`config.mk`:
```
export PLATFORM = sky130hd
export DESIGN_NAME = timer_queue_scheduler
export DESIGN_NICKNAME = d
export VERILOG_FILES = /design/src/rtl/core/tqs_pkg.sv /design/src/rtl/core/tqs_ram.sv /design/src/rtl/core/timer_queue_scheduler.sv
export SDC_FILE = /design/constraint.sdc
export NUM_CORES = 2
export LEC_CHECK = 0
export BUFFER_PORTS_ARGS = -buffer_cell sky130_fd_sc_hd__buf_2
export CORE_ASPECT_RATIO = 2
export CORE_UTILIZATION = 60
export CTS_BUF_LIST = sky130_fd_sc_hd__clkbuf_4 sky130_fd_sc_hd__clkbuf_8 sky130_fd_sc_hd__clkbuf_16
export DETAILED_ROUTE_END_ITERATION = 16
export GPL_TIMING_DRIVEN = 0
export HOLD_SLACK_MARGIN = 0.1
export PLACE_DENSITY = 0.77
export SYNTH_ARGS = -nofsm -noshare
export SYNTH_HDL_FRONTEND = slang
export SYNTH_SLANG_ARGS = --single-unit
```
`constraint.sdc`:
```
create_clock -name clock -period 11.7 [get_ports clock]
set_input_delay 2.34 -clock clock [delete_from_list [all_inputs] [get_ports clock]]
set_output_delay 2.34 -clock clock [all_outputs]
set_load 0.005 [all_outputs]
```
`src/rtl/core/tqs_pkg.sv`:
```
`default_nettype none
// ============================================================================
// Timer queue scheduler package
// Shared field types, operation and result codes, register indexes and
// register reset values.
// ============================================================================
package tqs_pkg;

   localparam int TIME_W   = 40;
   localparam int IVL_W    = 24;
   localparam int CFG_W    = 16;
   localparam int HANDLE_W = 4;

   typedef logic [1:0]          func_type;
   typedef logic [2:0]          kind_type;
   typedef logic [1:0]          csr_index_type;
   typedef logic [TIME_W-1:0]   time_type;
   typedef logic [IVL_W-1:0]    ivl_type;
   typedef logic [CFG_W-1:0]    cfg_type;
   typedef logic [HANDLE_W-1:0] handle_type;

   // operations
   localparam func_type FUNC_ADD     = 2'd0;
   localparam func_type FUNC_DELETE  = 2'd1;
   localparam func_type FUNC_ADVANCE = 2'd2;

   // result kinds
   localparam kind_type KIND_ADDED   = 3'd0;
   localparam kind_type KIND_FULL    = 3'd1;
   localparam kind_type KIND_FIRED   = 3'd2;
   localparam kind_type KIND_DELETED = 3'd3;
   localparam kind_type KIND_DONE    = 3'd4;

   // register indexes
   localparam csr_index_type CSR_CATCHUP  = 2'd0;
   localparam csr_index_type CSR_DEF_WAIT = 2'd1;
   localparam csr_index_type CSR_MIN_WAIT = 2'd2;

   // register reset values: one second, one second, ten milliseconds
   localparam cfg_type CATCHUP_RESET  = 16'd1000;
   localparam cfg_type DEF_WAIT_RESET = 16'd1000;
   localparam cfg_type MIN_WAIT_RESET = 16'd10;

endpackage
`default_nettype wire

```
`src/rtl/core/tqs_ram.sv`:
```
`default_nettype none
// ============================================================================
// Timer queue scheduler RAM
// Generic single write port, single read port RAM with registered read.
// ============================================================================
module tqs_ram #(
   parameter int WIDTH = 64,
   parameter int DEPTH = 16
) (
   input  wire logic                     clock,
   input  wire logic                     wr_en,
   input  wire logic [$clog2(DEPTH)-1:0] wr_addr,
   input  wire logic [WIDTH-1:0]         wr_data,
   input  wire logic [$clog2(DEPTH)-1:0] rd_addr,
   output logic      [WIDTH-1:0]         rd_data
);

   logic [WIDTH-1:0] mem [DEPTH];

   always_ff @(posedge clock) begin
      if (wr_en) begin
         mem[wr_addr] <= wr_data;
      end
      rd_data <= mem[rd_addr];
   end

endmodule
`default_nettype wire

```
`src/rtl/core/timer_queue_scheduler.sv`:
```
`default_nettype none
// ============================================================================
// Timer queue scheduler
// Table of one-shot and periodic timers with add, delete and advance
// operations; advance fires due timers earliest first and reports the wait.
// ============================================================================
// Delete: the result follows in the cycle after start. Add: a free slot is found
// by the one-slot-per-cycle walk over the live bits.
// Advance: each firing or silent expiry costs one table scan (one RAM read per
// cycle) plus the decide and fire states and, for a periodic timer, the re-arm
// state; the closing scan and the decide state give the done result. Busy for
// the whole item. Results go out one per strobe cycle; the receiver cannot stall
// them. Reset (synchronous) clears live and cancel bits at once and loads the
// register reset values; the timer RAM needs no clearing pass.
// ============================================================================
module timer_queue_scheduler #(
   parameter int TIMERS   = 16,
   parameter int MAX_FIRE = 63
) (
   input  wire logic                      clock,
   input  wire logic                      reset,
   // command side
   input  wire logic                      start,
   output logic                           busy,
   input  wire tqs_pkg::func_type         req_func,
   input  wire tqs_pkg::time_type         req_time_ms,
   input  wire tqs_pkg::ivl_type          req_interval_ms,
   input  wire tqs_pkg::handle_type       req_handle,
   // result side
   output logic                           rsp_strobe,
   output tqs_pkg::kind_type              rsp_kind,
   output tqs_pkg::handle_type            rsp_slot,
   output tqs_pkg::time_type              rsp_fire_time_ms,
   output tqs_pkg::time_type              rsp_wait_ms,
   output logic                           rsp_last,
   // register write channel
   input  wire logic                      csr_valid,
   output logic                           csr_ready,
   input  wire tqs_pkg::csr_index_type    csr_index,
   input  wire tqs_pkg::cfg_type          csr_wdata
);

   import tqs_pkg::*;

   localparam int SLOT_W = $clog2(TIMERS);
   localparam int CNT_W  = $clog2(TIMERS + 1);
   localparam int FIRE_W = $clog2(MAX_FIRE + 1);
   localparam int RAM_W  = TIME_W + IVL_W;
   localparam logic [CNT_W-1:0] CNT_LAST = CNT_W'(TIMERS);

   // sequencer states
   localparam logic [2:0] S_IDLE   = 3'd0;
   localparam logic [2:0] S_ADD    = 3'd1;  // walk live bits for a free slot
   localparam logic [2:0] S_SCAN   = 3'd2;  // find earliest live timer
   localparam logic [2:0] S_DECIDE = 3'd3;  // stop test, done result
   localparam logic [2:0] S_FIRE   = 3'd4;  // lateness test, fire or expire
   localparam logic [2:0] S_REARM  = 3'd5;  // periodic re-arm write

   // control state
   logic [2:0]        state_ff, state_in;
   logic [CNT_W-1:0]  cnt_ff, cnt_in;
   logic              rd_vld_ff, rd_vld_in;
   logic              found_ff, found_in;
   logic [FIRE_W-1:0] fired_ff, fired_in;
   logic [TIMERS-1:0] live_ff, live_in;
   logic [TIMERS-1:0] canc_ff, canc_in;
   cfg_type           catchup_ff, catchup_in;
   cfg_type           def_wait_ff, def_wait_in;
   cfg_type           min_wait_ff, min_wait_in;
   logic              rsp_strobe_ff, rsp_strobe_in;

   // payload
   logic [SLOT_W-1:0] rd_idx_ff, rd_idx_in;
   logic [SLOT_W-1:0] best_idx_ff, best_idx_in;
   time_type          best_due_ff, best_due_in;
   ivl_type           best_ivl_ff, best_ivl_in;
   time_type          base_ff, base_in;
   time_type          now_ff, now_in;
   ivl_type           ivl_ff, ivl_in;
   kind_type          rsp_kind_ff, rsp_kind_in;
   handle_type        rsp_slot_ff, rsp_slot_in;
   time_type          rsp_fire_ff, rsp_fire_in;
   time_type          rsp_wait_ff, rsp_wait_in;
   logic              rsp_last_ff, rsp_last_in;

   // timer RAM: {due time, repeat interval}
   logic              ram_wr_en;
   logic [SLOT_W-1:0] ram_wr_addr;
   logic [RAM_W-1:0]  ram_wr_data;
   logic [SLOT_W-1:0] ram_rd_addr;
   logic [RAM_W-1:0]  ram_rd_data;
   time_type          rd_due;
   ivl_type           rd_ivl;

   // shared adder
   time_type          add_a;
   time_type          add_b;
   logic              add_cin;
   logic [TIME_W:0]   add_sum;

   logic [SLOT_W-1:0] cnt_idx;
   logic [SLOT_W-1:0] hidx;
   logic              h_in_range;
   logic              stop;
   logic              late;
   time_type          fire_time;
   time_type          wait_raw;

   tqs_ram #(
      .WIDTH (RAM_W),
      .DEPTH (TIMERS)
   ) u_ram (
      .clock   (clock),
      .wr_en   (ram_wr_en),
      .wr_addr (ram_wr_addr),
      .wr_data (ram_wr_data),
      .rd_addr (ram_rd_addr),
      .rd_data (ram_rd_data)
   );

   assign rd_due = ram_rd_data[RAM_W-1:IVL_W];
   assign rd_ivl = ram_rd_data[IVL_W-1:0];

   // Adder operands per state:
   //   decide: due - now (two's complement add)
   //   fire:   due + catchup limit, for the lateness test
   //   rearm:  fire base + interval, carry out saturates
   always_comb begin
      add_a   = '0;
      add_b   = '0;
      add_cin = 1'b0;
      case (state_ff)
         S_DECIDE: begin
            add_a   = best_due_ff;
            add_b   = ~now_ff;
            add_cin = 1'b1;
         end
         S_FIRE: begin
            add_a = best_due_ff;
            add_b = TIME_W'(catchup_ff);
         end
         S_REARM: begin
            add_a = base_ff;
            add_b = TIME_W'(best_ivl_ff);
         end
         default: begin
            add_a = '0;
         end
      endcase
   end

   assign add_sum = {1'b0, add_a} + {1'b0, add_b} + (TIME_W + 1)'(add_cin);

   assign cnt_idx    = cnt_ff[SLOT_W-1:0];
   assign hidx       = SLOT_W'(req_handle);
   assign h_in_range = 32'(req_handle) < TIMERS;
   assign stop       = !found_ff || (best_due_ff > now_ff) || (32'(fired_ff) >= MAX_FIRE);
   assign late       = add_sum < {1'b0, now_ff};
   assign fire_time  = late ? now_ff : best_due_ff;
   assign wait_raw   = !found_ff ? TIME_W'(def_wait_ff) :
                       (best_due_ff > now_ff) ? add_sum[TIME_W-1:0] : '0;

   always_comb begin
      state_in      = state_ff;
      cnt_in        = cnt_ff;
      rd_vld_in     = rd_vld_ff;
      found_in      = found_ff;
      fired_in      = fired_ff;
      live_in       = live_ff;
      canc_in       = canc_ff;
      catchup_in    = catchup_ff;
      def_wait_in   = def_wait_ff;
      min_wait_in   = min_wait_ff;
      rsp_strobe_in = 1'b0;
      rd_idx_in     = rd_idx_ff;
      best_idx_in   = best_idx_ff;
      best_due_in   = best_due_ff;
      best_ivl_in   = best_ivl_ff;
      base_in       = base_ff;
      now_in        = now_ff;
      ivl_in        = ivl_ff;
      rsp_kind_in   = rsp_kind_ff;
      rsp_slot_in   = rsp_slot_ff;
      rsp_fire_in   = rsp_fire_ff;
      rsp_wait_in   = rsp_wait_ff;
      rsp_last_in   = rsp_last_ff;
      ram_wr_en     = 1'b0;
      ram_wr_addr   = best_idx_ff;
      ram_wr_data   = {best_due_ff, best_ivl_ff};
      ram_rd_addr   = cnt_idx;

      // register writes must arrive only while idle; the block itself does not enforce it
      if (csr_valid) begin
         case (csr_index)
            CSR_CATCHUP:  catchup_in  = csr_wdata;
            CSR_DEF_WAIT: def_wait_in = csr_wdata;
            CSR_MIN_WAIT: min_wait_in = csr_wdata;
            default:      catchup_in  = catchup_ff;
         endcase
      end

      case (state_ff)
         S_IDLE: begin
            if (start) begin
               case (req_func)
                  FUNC_ADD: begin
                     now_in   = req_time_ms;
                     ivl_in   = req_interval_ms;
                     cnt_in   = '0;
                     state_in = S_ADD;
                  end
                  FUNC_DELETE: begin
                     if (h_in_range && live_ff[hidx]) begin
                        canc_in[hidx] = 1'b1;
                     end
                     rsp_strobe_in = 1'b1;
                     rsp_kind_in   = KIND_DELETED;
                     rsp_slot_in   = req_handle;
                     rsp_fire_in   = '0;
                     rsp_wait_in   = '0;
                     rsp_last_in   = 1'b1;
                  end
                  FUNC_ADVANCE: begin
                     now_in    = req_time_ms;
                     fired_in  = '0;
                     cnt_in    = '0;
                     rd_vld_in = 1'b0;
                     found_in  = 1'b0;
                     state_in  = S_SCAN;
                  end
                  default: begin
                     state_in = S_IDLE;  // unknown op: no result
                  end
               endcase
            end
         end

         S_ADD: begin
            if (cnt_ff == CNT_LAST) begin
               rsp_strobe_in = 1'b1;
               rsp_kind_in   = KIND_FULL;
               rsp_slot_in   = '0;
               rsp_fire_in   = '0;
               rsp_wait_in   = '0;
               rsp_last_in   = 1'b1;
               state_in      = S_IDLE;
            end else if (!live_ff[cnt_idx]) begin
               live_in[cnt_idx] = 1'b1;
               canc_in[cnt_idx] = 1'b0;
               ram_wr_en        = 1'b1;
               ram_wr_addr      = cnt_idx;
               ram_wr_data      = {now_ff, ivl_ff};
               rsp_strobe_in    = 1'b1;
               rsp_kind_in      = KIND_ADDED;
               rsp_slot_in      = HANDLE_W'(cnt_idx);
               rsp_fire_in      = '0;
               rsp_wait_in      = '0;
               rsp_last_in      = 1'b1;
               state_in         = S_IDLE;
            end else begin
               cnt_in = cnt_ff + CNT_W'(1);
            end
         end

         S_SCAN: begin
            // strict less-than keeps the lowest slot on equal due times
            if (rd_vld_ff && live_ff[rd_idx_ff] && (!found_ff || rd_due < best_due_ff)) begin
               found_in    = 1'b1;
               best_idx_in = rd_idx_ff;
               best_due_in = rd_due;
               best_ivl_in = rd_ivl;
            end
            if (cnt_ff != CNT_LAST) begin
               rd_vld_in = 1'b1;
               rd_idx_in = cnt_idx;
               cnt_in    = cnt_ff + CNT_W'(1);
            end else begin
               rd_vld_in = 1'b0;
               if (!rd_vld_ff) begin
                  state_in = S_DECIDE;
               end
            end
         end

         S_DECIDE: begin
            if (stop) begin
               rsp_strobe_in = 1'b1;
               rsp_kind_in   = KIND_DONE;
               rsp_slot_in   = '0;
               rsp_fire_in   = '0;
               rsp_wait_in   = (wait_raw < TIME_W'(min_wait_ff)) ?
                               TIME_W'(min_wait_ff) : wait_raw;
               rsp_last_in   = 1'b1;
               state_in      = S_IDLE;
            end else begin
               state_in = S_FIRE;
            end
         end

         S_FIRE: begin
            cnt_in    = '0;
            rd_vld_in = 1'b0;
            found_in  = 1'b0;
            if (canc_ff[best_idx_ff]) begin
               // cancelled: expire without a result
               live_in[best_idx_ff] = 1'b0;
               canc_in[best_idx_ff] = 1'b0;
               state_in             = S_SCAN;
            end else begin
               rsp_strobe_in = 1'b1;
               rsp_kind_in   = KIND_FIRED;
               rsp_slot_in   = HANDLE_W'(best_idx_ff);
               rsp_fire_in   = fire_time;
               rsp_wait_in   = '0;
               rsp_last_in   = 1'b0;
               fired_in      = fired_ff + FIRE_W'(1);
               if (best_ivl_ff == '0) begin
                  live_in[best_idx_ff] = 1'b0;
                  state_in             = S_SCAN;
               end else begin
                  base_in  = fire_time;
                  state_in = S_REARM;
               end
            end
         end

         S_REARM: begin
            ram_wr_en   = 1'b1;
            ram_wr_addr = best_idx_ff;
            ram_wr_data = {(add_sum[TIME_W] ? {TIME_W{1'b1}} : add_sum[TIME_W-1:0]),
                           best_ivl_ff};
            cnt_in      = '0;
            rd_vld_in   = 1'b0;
            found_in    = 1'b0;
            state_in    = S_SCAN;
         end

         default: begin
            state_in = S_IDLE;
         end
      endcase
   end

   always_ff @(posedge clock) begin
      if (reset) begin
         state_ff      <= S_IDLE;
         cnt_ff        <= '0;
         rd_vld_ff     <= 1'b0;
         found_ff      <= 1'b0;
         fired_ff      <= '0;
         live_ff       <= '0;
         canc_ff       <= '0;
         catchup_ff    <= CATCHUP_RESET;
         def_wait_ff   <= DEF_WAIT_RESET;
         min_wait_ff   <= MIN_WAIT_RESET;
         rsp_strobe_ff <= 1'b0;
      end else begin
         state_ff      <= state_in;
         cnt_ff        <= cnt_in;
         rd_vld_ff     <= rd_vld_in;
         found_ff      <= found_in;
         fired_ff      <= fired_in;
         live_ff       <= live_in;
         canc_ff       <= canc_in;
         catchup_ff    <= catchup_in;
         def_wait_ff   <= def_wait_in;
         min_wait_ff   <= min_wait_in;
         rsp_strobe_ff <= rsp_strobe_in;
      end
   end

   always_ff @(posedge clock) begin
      rd_idx_ff   <= rd_idx_in;
      best_idx_ff <= best_idx_in;
      best_due_ff <= best_due_in;
      best_ivl_ff <= best_ivl_in;
      base_ff     <= base_in;
      now_ff      <= now_in;
      ivl_ff      <= ivl_in;
      rsp_kind_ff <= rsp_kind_in;
      rsp_slot_ff <= rsp_slot_in;
      rsp_fire_ff <= rsp_fire_in;
      rsp_wait_ff <= rsp_wait_in;
      rsp_last_ff <= rsp_last_in;
   end

   assign busy             = (state_ff != S_IDLE);
   assign csr_ready        = 1'b1;
   assign rsp_strobe       = rsp_strobe_ff;
   assign rsp_kind         = rsp_kind_ff;
   assign rsp_slot         = rsp_slot_ff;
   assign rsp_fire_time_ms = rsp_fire_ff;
   assign rsp_wait_ms      = rsp_wait_ff;
   assign rsp_last         = rsp_last_ff;

   // ------------------------------------------------------------------------
   // assertions
   // ------------------------------------------------------------------------

   // only firings are followed by further results of the same item
   a_nonlast_is_fire: assert property (@(posedge clock) disable iff (reset)
      (rsp_strobe && !rsp_last) |-> (rsp_kind == KIND_FIRED))
      else $error("non-final result that is not a firing");

   // firing count never passes the per-advance limit
   a_fire_limit: assert property (@(posedge clock) disable iff (reset)
      (32'(fired_ff) <= MAX_FIRE))
      else $error("firing count above limit");

   // a delete transfer answers in the next cycle and stays idle
   a_delete_resp: assert property (@(posedge clock) disable iff (reset)
      (start && !busy && req_func == FUNC_DELETE) |=>
         (rsp_strobe && rsp_kind == KIND_DELETED && rsp_last && !busy))
      else $error("delete result missing");

   // a firing result is only produced while an advance is still running
   a_fire_busy: assert property (@(posedge clock) disable iff (reset)
      (rsp_strobe && rsp_kind == KIND_FIRED) |-> busy)
      else $error("firing result outside an advance");

endmodule
`default_nettype wire

```
==> results.yml <==
floorplanning:
  fp.dieW_um: 229
  initial_core_util_pct: 60.6
  die_height_um: 456
  rows: 166
  fp.coreArea_mm2: 0.102
  top_level_ports: 183
  die_area_mm2: 0.105
clock_network:
  clockBufferDepth: 3
  ctsResizeCount: 0
  cts-buffers-inserted: 116
  clk-insertion-delay-late_ns: 0.77
  holdBufCountCts: 0
  cts_tree: "yes"
  post-cts-setup-buffers: 0
  cts_root_buf: "clkbuf_16"
  cts.htree.levels: 3
  clock-sinks: 1449
  path_clk_slew_ns: 0.08
critical_path:
  r2r_cells: 27
  r2r-start: "state_ff[1]$_SDFFE_PP0P_"
  start_kind: "register"
  cp_top_family: "compound AO/OA/AOI/OAI gates"
  slowest_stage: "a221oi_1"
  cp.arrival_ns: 11.71
  reg2reg_to: "rsp_fire_time_ms[14]$_SDFFCE_PP0P_"
  worstPathMaxFanout: 10
  critPathKind: "register to register"
  required_ns: 12.18
  cp_common_cell: "clkbuf_1"
  path_buf_inv: 7
  reg2reg_slack_ns: 0.48
  cp-startpoint: "state_ff[1]$_SDFFE_PP0P_"
  end_kind: "register"
  crit_path_max_incr_delay_ns: 1.04
pwr:
  power_density_mw_per_mm2: 148
  p_clk_share_pct: 39.8
  ir_drop_mv: 0.135
  sw_frac_of_total_pct: 21.8
  p_switching_w: 0.00225
  pwr-share-seq_pct: 55.0
  p_leak_nw: 23.8
  power_frac_comb_pct: 5.2
  p_int_w: 0.00808
yosys:
  synth_top_family_by_area: "multiplexers"
  synth_compound_area_share_pct: 7.20
  synth.distinct_cells: 86
  synth_nets: 4124
  synth_edf_count: 1288
  muxShareOfSynthArea_pct: 13.3
  syn_avg_cell_area_um2: 16.1
  ys_ff_latch: 1449
  synthXorXnorAreaFrac_pct: 0.524
  yosysTopAreaCell: "edfxtp_1"
  netlist_area_mm2: 0.0619
  ys.flop_type: "edfxtp_1"
  synthSimpleGateAreaFrac_pct: 5.44
  synth_top_area_share_pct: 62.5
  yosysWarnings: 0
  yosys-top-cells-area: "edfxtp_1 (62%), mux4_2 (12%), dfxtp_1 (5.2%)"
  yosysSeqAreaShare_pct: 67.7
  synth_cells: 3852
  yosys.area_share.adder_pct: 3.66
  async_reset_ff_share_pct: 0
timing:
  worst_clock_skew_ns: 0.0453
  period_share_pct: 95.9
  rsz0062_at_grt: "no"
  fin_hold_ws_ns: 0.405
  slew_viol_final: 0
  slew_headroom_pct: 5.22
  fin_crit_ns: 11.22
  finalSetupViolCount: 0
  final.setup.tns_ns: 0
  max_freq_mhz: 89.1
  tightest_slew_ns: 1.41
  hold_violations: 0
detailed_routing:
  dr.pass1.iters: 6
  drt-met1-wl_mm: 60.7
  drtIter0Drc: 4717
  vias: 38682
  drcViolationCount: 0
  wl_met3_mm: 17.5
  wl_per_cell_um: 34.3
  wirelength_mm: 194
  ant_nets: 0
  highest_layer: "met5"
  vias_per_cell: 6.85
  wl_met2_mm: 97.4
min_path:
  worstHoldStart: "u_ram.rd_data[18]$_DFF_P_"
  min_path_type: "register to register"
  min_path_cells: 0
  hold_end: "best_ivl_ff[18]$_DFFE_PP_"
placement:
  port-buffer-count: 176
  place.gp.congestion: 1.04
  place_area_mm2: 0.0658
  dp_hpwl_mm: 132
cells_and_area:
  nets: 4477
  final_cell_area_mm2: 0.0698
  final_common_cell: "edfxtp_1"
  drive_gt1_share_pct: 20.0
  layout_common_cells: "edfxtp_1 (1,288), mux4_2 (340), nand2_1 (289)"
  fillers: 6605
  area_delta_synth_final_pct: 12.8
  final_util_pct: 68.3
grt:
  grt_pass1_vias: 39797
  grt_pass1_wl_mm: 275
  grt_usage_pct: 37.6
  grt_antenna_before_repair: 8
  overflow: 0
  grt_max_degree: 73
run_status:
  outcome: "completed"
run:
  drv_cap: 0
-- flip-flops by register name, indices dropped and copies added, names as in the netlist, 4 cells and up --
register,cells
rsp_slot,4
cnt_ff,5
rsp_fire_time_ms,40
u_ram.mem,1024
best_ivl_ff,24
canc_ff,16
catchup_ff,16
min_wait_ff,16
rsp_wait_ms,40
ivl_ff,24
now_ff,40
fired_ff,6
live_ff,16
base_ff,40
best_idx_ff,4
best_due_ff,40
def_wait_ff,16
rd_idx_ff,4
u_ram.rd_data,64
-- metal layers --
layer	track usage, %	vias up
met5	0	-
met4	30.7	8
met3	7.46	767
met2	63.4	2707
met1	41.0	19275
li1	-	15925
-- through the flow --
step | power (W) | instances | setup slack, ns
CTS | 0.0104 | 5648 | 1.07
floorplan | 0.00613 | 3852 | 5.05
detailed placement | 0.00632 | 5429 | 1.17
global placement | 0.00630 | 5372 | -2.02
global route | 0.0106 | 5651 | 0.517
finish | 0.0103 | 5651 | 0.475
-- worst max path at each step --
stage | slack, ns | cells after the start | to
after floorplan | 5.05 | 14 | u_ram.mem[13][0]$_DFFE_PP_
after CTS | 1.07 | 28 | rsp_wait_ms[14]$_SDFFCE_PP0P_
after global routing | 0.52 | 28 | rsp_wait_ms[14]$_SDFFCE_PP0P_
after global placement | -2.02 | 14 | u_ram.mem[12][26]$_DFFE_PP_
final | 0.48 | 27 | rsp_fire_time_ms[14]$_SDFFCE_PP0P_
after detailed placement | 1.17 | 27 | rsp_fire_time_ms[14]$_SDFFCE_PP0P_
-- synth_stat cells (all sizes together), types with 25 or more instances --
library cell  instances
edfxtp             1288
mux4                340
nand2               290
a21oi               240
ha                  178
o21ai               175
clkbuf              166
dfxtp               161
nor2                154
inv                 142
nand3                83
a21o                 67
buf                  44
nor3                 42
a22o                 41
nand4                35
a22oi                30
mux2i                27
a31oi                26
mux2                 25
-- power groups by stage --
stage / registers [W] / logic, W / clock network (W)
after floorplan: 0.00578 / 0.000343 / 0
after global placement: 0.00580 / 0.000505 / 0
after detailed placement: 0.00579 / 0.000525 / 0
after CTS: 0.00568 / 0.000533 / 0.00414
after global routing: 0.00568 / 0.000569 / 0.00431
final: 0.00568 / 0.000537 / 0.00411
-- worst register-to-register path, cell delays in order, from the launching register on --
cell and delay (ns):
dfxtp_1 0.30, clkbuf_1 0.23, inv_1 0.23, nand2_1 0.44
nor2_1 0.87, clkinv_1 0.51, clkbuf_1 0.38, nand2_1 0.39
clkbuf_1 0.68, a22o_1 0.30, ha_1 0.26, a211oi_1 0.27
o21ai_2 0.18, a311oi_2 1.04, o21bai_1 0.38, xnor2_1 0.59
inv_1 0.10, ha_1 0.32, a21o_1 0.17, a21o_1 0.18
a21oi_1 0.13, o21ai_0 0.20, a21oi_1 0.18, o21ai_0 0.39
a221oi_1 1.04, clkbuf_1 0.54, nand3_1 0.18, a21oi_1 0.47
-- kinds of logic after synthesis --
family,Yosys count
AOI/OAI and AO/OA,708
buffers and inverters,356
xor gates and xnor gates,37
other,1
adders and majority gates,180
muxes,392
and+or+nand+nor,729
DFF,1449
-- cell type report --
class / count / area [um2] / area share [%]
plain buffers: 210 / 821 / 1.18
flip-flops and latches: 1449 / 41900 / 60.0
clock buffers: 145 / 3190 / 4.57
clock inverters: 74 / 763 / 1.09
diodes: 1 / 2.50 / 0.00358
multi-input cells: 2047 / 18800 / 26.9
well taps: 1344 / 1680 / 2.41
inverters: 146 / 548 / 0.785
repair buffers: 235 / 2140 / 3.06
(Power assumes the default switching activity.)
